### src/slis_pkg.sv
// ----------------------------------------------------------------------------
// slis_pkg - shared types and constants
// Request codes, status codes and the result record of the sequential list.
// ----------------------------------------------------------------------------
package slis_pkg;

    localparam int DEPTH_DEF = 16;
    localparam int KEY_W     = 16;
    localparam int AGE_W     = 8;
    localparam int POS_W     = 5;
    localparam int CNT_W     = 5;
    localparam int ENTRY_W   = KEY_W + AGE_W;

    typedef enum logic [1:0] {
        F_APPEND = 2'd0,
        F_INSERT = 2'd1,
        F_FIND   = 2'd2,
        F_CLEAR  = 2'd3
    } t_func;

    typedef enum logic [1:0] {
        ST_OK    = 2'd0,
        ST_FULL  = 2'd1,
        ST_RANGE = 2'd2,
        ST_NOKEY = 2'd3
    } t_status;

    typedef struct packed {
        t_status             status;
        logic [POS_W-1:0]    found_position;
        logic [AGE_W-1:0]    found_age;
        logic [CNT_W-1:0]    count;
    } t_result;

endpackage

### src/slis_mem.sv
// ----------------------------------------------------------------------------
// slis_mem - entry store
// Single write port, single registered read port; holds key and age pairs.
// ----------------------------------------------------------------------------
module slis_mem #(
    parameter int  DEPTH = slis_pkg::DEPTH_DEF,
    localparam int AW    = (DEPTH > 1) ? $clog2(DEPTH) : 1
) (
    input  logic                         i_clk,
    input  logic                         i_we,
    input  logic [AW-1:0]                i_waddr,
    input  logic [slis_pkg::ENTRY_W-1:0] i_wdata,
    input  logic                         i_re,
    input  logic [AW-1:0]                i_raddr,
    output logic [slis_pkg::ENTRY_W-1:0] o_rdata
);

    logic [slis_pkg::ENTRY_W-1:0] r_mem [DEPTH];
    logic [slis_pkg::ENTRY_W-1:0] r_rdata;

    always_ff @(posedge i_clk) begin
        if (i_we) begin
            r_mem[i_waddr] <= i_wdata;
        end
        if (i_re) begin
            r_rdata <= r_mem[i_raddr];
        end
    end

    assign o_rdata = r_rdata;

endmodule

### src/slis_ctrl.sv
// ----------------------------------------------------------------------------
// slis_ctrl - list sequencer
// Decodes a request, walks the store for insert shifts and key scans, and
// holds the result until the output side takes it.
// ----------------------------------------------------------------------------
module slis_ctrl #(
    parameter int  DEPTH = slis_pkg::DEPTH_DEF,
    localparam int AW    = (DEPTH > 1) ? $clog2(DEPTH) : 1,
    localparam int CW    = $clog2(DEPTH + 1)
) (
    input  logic                         i_clk,
    input  logic                         i_rst_n,
    input  logic                         i_req_valid,
    output logic                         o_req_ready,
    input  logic [1:0]                   i_func,
    input  logic [slis_pkg::KEY_W-1:0]   i_key,
    input  logic [slis_pkg::AGE_W-1:0]   i_age,
    input  logic [slis_pkg::POS_W-1:0]   i_pos,
    output logic                         o_mem_we,
    output logic [AW-1:0]                o_mem_waddr,
    output logic [slis_pkg::ENTRY_W-1:0] o_mem_wdata,
    output logic                         o_mem_re,
    output logic [AW-1:0]                o_mem_raddr,
    input  logic [slis_pkg::ENTRY_W-1:0] i_mem_rdata,
    output logic                         o_res_valid,
    input  logic                         i_res_ready,
    output slis_pkg::t_result            o_res
);

    localparam int EW = (CW > slis_pkg::POS_W) ? CW : slis_pkg::POS_W;

    typedef enum logic [3:0] {
        S_IDLE  = 4'b0001,
        S_SHIFT = 4'b0010,
        S_FIND  = 4'b0100,
        S_DONE  = 4'b1000
    } t_state;

    t_state                        r_state, n_state;
    logic [CW-1:0]                 r_count, n_count;
    logic [slis_pkg::KEY_W-1:0]    r_key, n_key;
    logic [slis_pkg::AGE_W-1:0]    r_age, n_age;
    logic [AW-1:0]                 r_pos, n_pos;
    logic [AW-1:0]                 r_idx, n_idx;
    slis_pkg::t_result             r_res, n_res;

    logic [EW-1:0]                 w_pos_ext;
    logic [EW-1:0]                 w_cnt_ext;
    logic                          w_full;
    logic [slis_pkg::KEY_W-1:0]    w_rd_key;
    logic [slis_pkg::AGE_W-1:0]    w_rd_age;

    function automatic slis_pkg::t_result f_res(
        slis_pkg::t_status            st,
        logic [EW-1:0]                p,
        logic [slis_pkg::AGE_W-1:0]   a,
        logic [CW-1:0]                c
    );
        slis_pkg::t_result res;
        res.status         = st;
        res.found_position = slis_pkg::POS_W'(p);
        res.found_age      = a;
        res.count          = slis_pkg::CNT_W'(c);
        return res;
    endfunction

    assign w_pos_ext = EW'(i_pos);
    assign w_cnt_ext = EW'(r_count);
    assign w_full    = (r_count >= CW'(DEPTH));
    assign w_rd_key  = i_mem_rdata[slis_pkg::ENTRY_W-1 -: slis_pkg::KEY_W];
    assign w_rd_age  = i_mem_rdata[slis_pkg::AGE_W-1:0];

    always_comb begin
        n_state     = r_state;
        n_count     = r_count;
        n_key       = r_key;
        n_age       = r_age;
        n_pos       = r_pos;
        n_idx       = r_idx;
        n_res       = r_res;
        o_mem_we    = 1'b0;
        o_mem_waddr = '0;
        o_mem_wdata = {r_key, r_age};
        o_mem_re    = 1'b0;
        o_mem_raddr = '0;
        unique case (r_state)
            S_IDLE: begin
                if (i_req_valid) begin
                    n_key   = i_key;
                    n_age   = i_age;
                    n_pos   = AW'(w_pos_ext);
                    n_state = S_DONE;
                    unique case (slis_pkg::t_func'(i_func))
                        slis_pkg::F_APPEND: begin
                            if (w_full) begin
                                n_res = f_res(slis_pkg::ST_FULL, '0, '0, r_count);
                            end else begin
                                o_mem_we    = 1'b1;
                                o_mem_waddr = AW'(r_count);
                                o_mem_wdata = {i_key, i_age};
                                n_count     = r_count + CW'(1);
                                n_res       = f_res(slis_pkg::ST_OK, w_cnt_ext, '0,
                                                    r_count + CW'(1));
                            end
                        end
                        slis_pkg::F_INSERT: begin
                            if (w_full) begin
                                n_res = f_res(slis_pkg::ST_FULL, '0, '0, r_count);
                            end else if (w_pos_ext > w_cnt_ext) begin
                                n_res = f_res(slis_pkg::ST_RANGE, '0, '0, r_count);
                            end else if (w_pos_ext == w_cnt_ext) begin
                                o_mem_we    = 1'b1;
                                o_mem_waddr = AW'(r_count);
                                o_mem_wdata = {i_key, i_age};
                                n_count     = r_count + CW'(1);
                                n_res       = f_res(slis_pkg::ST_OK, w_cnt_ext, '0,
                                                    r_count + CW'(1));
                            end else begin
                                o_mem_re    = 1'b1;
                                o_mem_raddr = AW'(r_count - CW'(1));
                                n_idx       = AW'(r_count);
                                n_state     = S_SHIFT;
                            end
                        end
                        slis_pkg::F_FIND: begin
                            if (r_count == '0) begin
                                n_res = f_res(slis_pkg::ST_NOKEY, '0, '0, r_count);
                            end else begin
                                o_mem_re    = 1'b1;
                                o_mem_raddr = '0;
                                n_idx       = '0;
                                n_state     = S_FIND;
                            end
                        end
                        slis_pkg::F_CLEAR: begin
                            n_count = '0;
                            n_res   = f_res(slis_pkg::ST_OK, '0, '0, '0);
                        end
                        default: begin
                            n_state = S_IDLE;
                        end
                    endcase
                end
            end
            S_SHIFT: begin
                o_mem_we = 1'b1;
                if (r_idx == r_pos) begin
                    o_mem_waddr = r_pos;
                    o_mem_wdata = {r_key, r_age};
                    n_count     = r_count + CW'(1);
                    n_res       = f_res(slis_pkg::ST_OK, EW'(r_pos), '0,
                                        r_count + CW'(1));
                    n_state     = S_DONE;
                end else begin
                    o_mem_waddr = r_idx;
                    o_mem_wdata = i_mem_rdata;
                    o_mem_re    = ((r_idx - AW'(1)) != r_pos);
                    o_mem_raddr = r_idx - AW'(2);
                    n_idx       = r_idx - AW'(1);
                end
            end
            S_FIND: begin
                if (w_rd_key == r_key) begin
                    n_res   = f_res(slis_pkg::ST_OK, EW'(r_idx), w_rd_age, r_count);
                    n_state = S_DONE;
                end else if ((CW'(r_idx) + CW'(1)) == r_count) begin
                    n_res   = f_res(slis_pkg::ST_NOKEY, '0, '0, r_count);
                    n_state = S_DONE;
                end else begin
                    o_mem_re    = 1'b1;
                    o_mem_raddr = r_idx + AW'(1);
                    n_idx       = r_idx + AW'(1);
                end
            end
            S_DONE: begin
                if (i_res_ready) begin
                    n_state = S_IDLE;
                end
            end
            default: begin
                n_state = S_IDLE;
            end
        endcase
    end

    always_ff @(posedge i_clk) begin
        if (!i_rst_n) begin
            r_state <= S_IDLE;
            r_count <= '0;
        end else begin
            r_state <= n_state;
            r_count <= n_count;
        end
        r_key <= n_key;
        r_age <= n_age;
        r_pos <= n_pos;
        r_idx <= n_idx;
        r_res <= n_res;
    end

    assign o_req_ready = (r_state == S_IDLE);
    assign o_res_valid = (r_state == S_DONE);
    assign o_res       = r_res;

endmodule

### src/sequential_list_insert_search.sv
// Requests are handled one at a time. Insert at a position below the count
//   shifts the entries from that position up by one place before writing;
//   find reads the entries in order from position 0 to the first match or the
//   last entry. The output register lets the next request in while a result
//   waits. Reset clears the entry count; the store is not cleared.
// ----------------------------------------------------------------------------
// sequential_list_insert_search - bounded gap-free key/age list
// Append, insert with shift, first-match key search and clear over one
// synchronous entry store, with a registered result stage.
// ----------------------------------------------------------------------------
module sequential_list_insert_search #(
    parameter int DEPTH = slis_pkg::DEPTH_DEF
) (
    input  logic                       i_clk,
    input  logic                       i_rst_n,
    input  logic                       i_in_valid,
    output logic                       o_in_ready,
    input  logic [1:0]                 i_func,
    input  logic [slis_pkg::KEY_W-1:0] i_entry_key,
    input  logic [slis_pkg::AGE_W-1:0] i_entry_age,
    input  logic [slis_pkg::POS_W-1:0] i_position,
    output logic                       o_out_valid,
    input  logic                       i_out_ready,
    output logic [1:0]                 o_status,
    output logic [slis_pkg::POS_W-1:0] o_found_position,
    output logic [slis_pkg::AGE_W-1:0] o_found_age,
    output logic [slis_pkg::CNT_W-1:0] o_count
);

    localparam int AW = (DEPTH > 1) ? $clog2(DEPTH) : 1;

    logic                         w_mem_we;
    logic [AW-1:0]                w_mem_waddr;
    logic [slis_pkg::ENTRY_W-1:0] w_mem_wdata;
    logic                         w_mem_re;
    logic [AW-1:0]                w_mem_raddr;
    logic [slis_pkg::ENTRY_W-1:0] w_mem_rdata;
    logic                         w_res_valid;
    logic                         w_res_ready;
    slis_pkg::t_result            w_res;

    logic                         r_out_valid;
    slis_pkg::t_result            r_out;

    slis_ctrl #(
        .DEPTH (DEPTH)
    ) u_ctrl (
        .i_clk       (i_clk),
        .i_rst_n     (i_rst_n),
        .i_req_valid (i_in_valid),
        .o_req_ready (o_in_ready),
        .i_func      (i_func),
        .i_key       (i_entry_key),
        .i_age       (i_entry_age),
        .i_pos       (i_position),
        .o_mem_we    (w_mem_we),
        .o_mem_waddr (w_mem_waddr),
        .o_mem_wdata (w_mem_wdata),
        .o_mem_re    (w_mem_re),
        .o_mem_raddr (w_mem_raddr),
        .i_mem_rdata (w_mem_rdata),
        .o_res_valid (w_res_valid),
        .i_res_ready (w_res_ready),
        .o_res       (w_res)
    );

    slis_mem #(
        .DEPTH (DEPTH)
    ) u_mem (
        .i_clk   (i_clk),
        .i_we    (w_mem_we),
        .i_waddr (w_mem_waddr),
        .i_wdata (w_mem_wdata),
        .i_re    (w_mem_re),
        .i_raddr (w_mem_raddr),
        .o_rdata (w_mem_rdata)
    );

    assign w_res_ready = !r_out_valid || i_out_ready;

    always_ff @(posedge i_clk) begin
        if (!i_rst_n) begin
            r_out_valid <= 1'b0;
        end else if (w_res_ready) begin
            r_out_valid <= w_res_valid;
        end
        if (w_res_valid && w_res_ready) begin
            r_out <= w_res;
        end
    end

    assign o_out_valid      = r_out_valid;
    assign o_status         = r_out.status;
    assign o_found_position = r_out.found_position;
    assign o_found_age      = r_out.found_age;
    assign o_count          = r_out.count;

`ifndef SYNTH
    a_refused_zero: assert property (@(posedge i_clk) disable iff (!i_rst_n)
        o_out_valid && (o_status != slis_pkg::ST_OK) |->
            (o_found_position == '0) && (o_found_age == '0))
        else $error("refused request reports a position or age");

    a_full_count: assert property (@(posedge i_clk) disable iff (!i_rst_n)
        o_out_valid && (o_status == slis_pkg::ST_FULL) |->
            (o_count == slis_pkg::CNT_W'(DEPTH)))
        else $error("full status with list not at capacity");

    a_result_held: assert property (@(posedge i_clk) disable iff (!i_rst_n)
        w_res_valid && !w_res_ready |=> w_res_valid && $stable(w_res))
        else $error("pending result dropped or changed while output stalled");
`endif

endmodule
### config.mk
export PLATFORM = sky130hd
export DESIGN_NAME = sequential_list_insert_search
export DESIGN_NICKNAME = d
export VERILOG_FILES = /design/src/slis_pkg.sv /design/src/slis_mem.sv /design/src/slis_ctrl.sv /design/src/sequential_list_insert_search.sv
export SDC_FILE = /design/constraint.sdc
export NUM_CORES = 1
export LEC_CHECK = 0
export BUFFER_PORTS_ARGS = -buffer_cell sky130_fd_sc_hd__buf_4
export CAP_MARGIN = 15
export CORE_ASPECT_RATIO = 1.5
export CORE_MARGIN = 2
export CORE_UTILIZATION = 30
export CTS_CLUSTER_DIAMETER = 40
export DETAILED_ROUTE_END_ITERATION = 12
export PLACE_DENSITY = 0.47
export SLEW_MARGIN = 20
export SYNTH_ARGS = -nofsm -noshare
export SYNTH_HDL_FRONTEND = slang
export SYNTH_SLANG_ARGS = --single-unit
### constraint.sdc
create_clock -name i_clk -period 8.2 [get_ports i_clk]
set_clock_uncertainty 0.05 [all_clocks]
set_input_delay 1.64 -clock i_clk [delete_from_list [all_inputs] [get_ports i_clk]]
set_output_delay 1.64 -clock i_clk [all_outputs]
set_load 0.02 [all_outputs]
==> run_results.csv, run 1 <==
group,metric,value,unit
pwr,p_int,0.00446,W
run_status,status,"completed",
setup_path,start_kind,"primary input",
flow_run,maxCapViolCount,0,
clocking,htree_num_levels,2,
final_layout,drive_gt1_frac,0.160,
clocking,insertion_delay,0.59,ns
sta,maxSlewHeadroom,0.257,
pwr,p_leak,8.13,nW
setup_path,rr_worst_depth,10,
yosys,synth_area_leaders,"edfxtp_1 (70%), mux2i_1 (3.5%), a221o_1 (2.4%)",
placement,port_buffers,56,
clocking,clk_pin_slew,0.06,ns
yosys,ys_ff_latch,490,
sta,rsz0062_at_grt,"no",
pwr,p_comb_frac,0.078,
drt,drt_iter0_markers,995,
floorplan,rows,117,
setup_path,r2r_start,"u_mem.o_rdata[21]",
drt,firstDrtPassIters,8,
clocking,cts_tree,"yes",
yosys,syn-num-nets,1403,
yosys,avgSynthCellArea,15.2,um^2
placement,place.gp.congestion,0.808,
pwr,switching_share,0.235,
pwr,switchingPower,0.00137,W
setup_path,crit_start,"i_position[1]",
drt,drc_errors,0,
floorplan,die-area,70700,um^2
clocking,cts_sinks,490,
sta,finalMaxSlewViolations,0,
yosys,ys_warn_count,0,
floorplan,floorplan.die.width,218,um
grt,grt_usage,0.163,
floorplan,fp.dieH,325,um
setup_path,critical_path.max_fanout,86,
clocking,cts_hold_buf,0,
yosys,ys_seq_area_frac,0.711,
final_layout,syn2layout_area_growth,16.6,%
sta,finalCriticalPeriod,5.46,ns
sta,max_freq,0.183,GHz
placement,dpl_worst_slack,2.18,ns
clocking,postCtsSetupBuffers,0,
grt,antenna_found_initial,0,
setup_path,worstReg2RegEnd,"u_mem.o_rdata[5]",
sta,tightest_slew,1.11,ns
placement,hpwl,33900,um
pwr,p_per_area,243,nW/um^2
floorplan,initial_utilization,0.303,
grt,overflow,0,
pwr,p_clk_frac,0.414,
clocking,cts_root_buffer,"clkbuf_16",
drt,post_drt_wl_per_cell,24.8,um
sta,finalSetupViolCount,0,
placement,placed_cells,2255,
sta,setup_ws,2.74,ns
final_layout,num-nets-final,1469,
setup_path,path_class,"in2reg",
sta,hold_viol,0,
clocking,cts_buffers,51,
setup_path,critPathCapture,"u_mem.o_rdata[17]",
clocking,cts_buffer_depth,3,
pwr,p_seq_frac,0.508,
drt,ant_nets,0,
final_layout,finalNonFillerCells,2352,
setup_path,arrival,5.74,ns
yosys,async_flop_share,0,
clocking,cts_resized,0,
setup_path,required,8.48,ns
grt,grt_max_degree,87,
drt,via_count,12400,
floorplan,ios,57,
drt,vias_per_cell,5.26,
yosys,synth-edff-count,480,
yosys,synth_top_area_share,0.701,
yosys,synth_cell_types,70,
final_layout,fill_cells,6489,
grt,grt_pass1_vias,12700,
setup_path,ff2ff_setup_slack,2.80,ns
hold_path,worstHoldPathType,"reg2reg",
grt,grt_first_pass_wirelength,85000,um
floorplan,core,67900,um^2
yosys,yosys.area.top_type,"edfxtp_1",
setup_path,critPathCaptureType,"flop",
sta,post-route-period-util,0.666,
drt,wl,58300,um
yosys,synthCells,1350,
yosys,synth.cell_area,20600,um^2
pwr,peakVddDrop,0.161,mV
yosys,synth_ff_type,"edfxtp_1",
sta,fin_tns_setup,0,ns
==> routing by layer <==
layer	up-vias	wire length, um	global-route usage
met5	-	0	0
li1	5544	-	-
met4	0	2290	0.0682
met1	6347	22800	0.189
met3	117	2330	0.0188
met2	357	30800	0.300
==> through the flow <==
step                hold slack (ns)  instance area, um^2  total power [W]  utilization
floorplan                     0.350                20600          0.00327            -
global placement              0.352                22200          0.00346        0.327
finish                        0.365                24000          0.00582        0.353
global route                  0.368                24000          0.00602        0.353
CTS                           0.365                24000          0.00589        0.353
detailed placement            0.355                22200          0.00347        0.327
==> sequential cells by signal (all words and copies together) (netlist names), 8 cells and up <==
signal	cells
u_mem.o_rdata	24
u_ctrl.o_res	20
u_mem.r_mem	384
u_ctrl.r_age	8
u_ctrl.r_key	16
o_found_age	8
==> critical path: stages <==
cell      delay, ns
buf_4          0.12
ha_1           0.29
nor2b_1        0.13
o31ai_1        0.53
nand4_1        0.45
o32a_4         0.64
and2_4         0.54
buf_12         0.36
a211oi_1       0.57
a221o_1        0.20
o211ai_1       0.08
==> worst min path at each step <==
stage,endpoint,slack (ns),cells past startpoint,start
after floorplan,o_count[0],0.35,0,u_ctrl.o_res[0]
after global placement,o_found_position[4],0.35,0,u_ctrl.o_res[17]
after detailed placement,o_status[0],0.36,0,u_ctrl.o_res[18]
after CTS,o_status[0],0.37,0,u_ctrl.o_res[18]
after global routing,o_status[0],0.37,0,u_ctrl.o_res[18]
final,o_status[0],0.37,0,u_ctrl.o_res[18]
==> logic make-up after synthesis <==
family,synth area share
flip-flops,0.711
AO/OA/AOI/OAI,0.141
AND/OR/NAND/NOR,0.0503
buffers and inverters,0.0245
multiplexers,0.0479
XOR/XNOR,0.0143
adder cells (fa/ha/maj),0.0110
other,0.000182
==> layout make-up <==
class	count	area (um^2)	area share
antenna	1	2.50	0.000104
clock buffer	59	1330	0.0554
clock inverter	37	424	0.0177
inverter	32	121	0.00506
multi-input combinational	740	5590	0.233
sequential	490	14600	0.610
tap	892	1120	0.0466
timing repair buffer	101	771	0.0322
==> cell usage after synthesis (all sizes together) (4+ instances only) <==
cell,number
and2,30
xnor2,13
and3,9
a31oi,5
o211ai,25
inv,31
nor3,5
a21boi,30
a21oi,70
a21o,11
a211oi,26
o31ai,6
or4b,4
mux2,24
clkbuf,52
nor2,36
a22oi,13
o21a,4
xor2,18
nand3,6
a32oi,9
nor4,5
dfxtp,10
nand2b,7
nor2b,6
a211o,26
a222oi,18
mux2i,71
o21ai,49
ha,18
a221o,49
nand4,4
buf,36
a221oi,26
nand2,80
edfxtp,480
==> power groups by stage <==
stage	Sequential, W	Combinational (W)	Clock [W]
after CTS	0.00296	0.000458	0.00248
final	0.00296	0.000452	0.00241
after detailed placement	0.00301	0.000457	0
after global placement	0.00301	0.000448	0
after floorplan	0.00300	0.000267	0
after global routing	0.00296	0.000493	0.00256
==> cell usage in the layout, fill, tap and decap left out, drive strengths merged, types with 9 or more instances in the layout <==
cell,count
clkbuf,59
edfxtp,480
o211ai,25
and2,30
buf,101
xor2,18
a222oi,18
a32oi,9
nand2,80
xnor2,13
clkinv,23
a211oi,26
a22oi,13
a221oi,26
a221o,49
ha,18
a21boi,30
inv,38
nor2,36
mux2,24
and3,9
o21ai,49
dfxtp,10
mux2i,71
a21oi,70
a21o,11
a211o,26
No activity file was read; power rests on OpenSTA's default activity.
==> run 2, diff against run 1 <==
==> constraint.sdc (replaced) <==
create_clock -name i_clk -period 5.75 [get_ports i_clk]
set_clock_uncertainty 0.05 [all_clocks]
set_input_delay 1.15 -clock i_clk [delete_from_list [all_inputs] [get_ports i_clk]]
set_output_delay 1.15 -clock i_clk [all_outputs]
set_load 0.02 [all_outputs]
==> run_results.csv, run 2 (synthesized netlist as in run 1, its figures left out) <==
group,metric,value,unit
run_status,status,"completed",
sta,finalMaxSlewViolations,0,
grt,grt_first_pass_wirelength,86200,um
setup_path,critical_path.max_fanout,65,
grt,use_met1,0.190,
final_layout,largest_reg_flops,384,
sta,maxSlewHeadroom,0.317,
placement,placed_cells,2282,
sta,max_freq,0.213,GHz
final_layout,num-nets-final,1494,
drt,drt_iter0_markers,1037,
floorplan,fp.dieH,325,um
placement,place.gp.congestion,0.837,
grt,grt_pass1_vias,12800,
sta,finalCriticalPeriod,4.69,ns
sta,setup_ws,1.06,ns
setup_path,critPathMostFrequentCell,"buf_4",
final_layout,seq_area,14600,um^2
final_layout,drive_gt1_frac,0.171,
drt,firstDrtPassIters,7,
grt,antenna_found_initial,0,
pwr,p_per_area,333,nW/um^2
pwr,p_leak,8.19,nW
setup_path,start_kind,"flop",
setup_path,critPathMaxStageDelay,0.89,ns
placement,port_buffers,56,
placement,dpl_worst_slack,0.780,ns
setup_path,critPathTopFamily,"simple AND/OR/NAND/NOR gates",
setup_path,critPathCaptureType,"flop",
clocking,cts_resized,0,
sta,fin_tns_setup,0,ns
grt,grt.busiest_layer,"met2",
floorplan,initial_utilization,0.303,
final_layout,finalNonFillerCells,2371,
setup_path,r2r_start,"u_ctrl.r_count[3]",
floorplan,die-area,70700,um^2
grt,use_met2,0.314,
floorplan,floorplan.die.width,218,um
final_layout,diodes,0,
setup_path,crit_start,"u_ctrl.r_count[3]",
setup_path,path_class,"reg2reg",
setup_path,crit_buf_inv,3,
final_layout,fill_cells,6484,
grt,grt_usage,0.166,
grt,use_met3,0.0188,
sta,hold_viol,0,
clocking,postCtsSetupBuffers,0,
sta,holdWs,0.359,ns
clocking,cts_buffers,49,
sta,post-route-period-util,0.816,
setup_path,critical-path-slowest-cell,"and2_4",
clocking,clk_pin_slew,0.07,ns
sta,rsz0062_at_grt,"no",
floorplan,ios,57,
drt,ant_nets,0,
final_layout,multi_input_area,5580,um^2
clocking,cts_buffer_depth,3,
hold_path,worstHoldPathType,"reg2reg",
floorplan,core,67900,um^2
floorplan,rows,117,
drt,wl,59300,um
drt,drc_errors,0,
setup_path,arrival,4.96,ns
grt,overflow,0,
clocking,insertion_delay,0.59,ns
final_layout,top_register,"u_mem.r_mem",
clocking,cts_sinks,490,
drt,via_count,12400,
sta,finalSetupViolCount,0,
final_layout,final_cell_mix,"edfxtp_1 (480), buf_4 (121), nand2_1 (79)",
clocking,cts_hold_buf,0,
flow_run,maxCapViolCount,0,
setup_path,required,6.02,ns
sta,tightest_slew,1.02,ns
hold_path,hp-start,"u_ctrl.o_res[5]",
clocking,cts_root_buffer,"clkbuf_16",
pwr,peakVddDrop,0.264,mV
drt,post_drt_wl_per_cell,25.0,um
clocking,htree_num_levels,2,
setup_path,crit_path_cell_trace,"inv_1 -> ha_1 -> and4_1 -> nand2_1 -> nand4_1 -> buf_4 -> o32a_4 -> and2_4 -> buf_4 -> mux2_2 -> o21ai_0 -> o211ai_1",
grt,grt_max_degree,66,
placement,hpwl,35900,um
clocking,cts_tree,"yes",
final_layout,final_common_cell,"edfxtp_1",
final_layout,syn2layout_area_growth,16.8,%
drt,vias_per_cell,5.25,
==> run 2: cell type report <==
type,instances,area share
Tap cell,892,0.0465
Sequential cell,490,0.608
Timing Repair Buffer,128,0.0436
Multi-Input combinational cell,740,0.232
Inverter,32,0.00505
Clock inverter,31,0.0116
Clock buffer,58,0.0524
==> run 2: per-layer routing <==
layer / routed length [um] / up-vias
li1: - / 5582
met1: 23300 / 6432
met2: 32200 / 337
met3: 2030 / 98
met4: 1850 / 0
met5: 0 / -
==> run 2: worst paths after layout <==
check / endpoint / slack (ns) / depth (start not counted)
worst min register to register: o_found_age[0] / 0.36 / 0
worst max register to register: u_mem.o_rdata[0] / 1.06 / 12
worst max-delay path: u_mem.o_rdata[0] / 1.06 / 12
worst min-delay path: o_found_age[0] / 0.36 / 0
==> run 2: where the power goes <==
part,switching [W],internal [W],total (W)
logic,0.000461,0.000197,0.000658
clock network,0.00139,0.00172,0.00311
registers,0.0000489,0.00417,0.00422
total,0.00190,0.00609,0.00799
==> run 2: through the flow <==
step                      utilization  instance area [um^2]  power [W]
after floorplan                     -                 20600    0.00466
after global placement          0.331                 22500    0.00495
after detailed placement        0.331                 22500    0.00496
after CTS                       0.354                 24000    0.00808
after global routing            0.354                 24000    0.00826
final                           0.354                 24000    0.00799
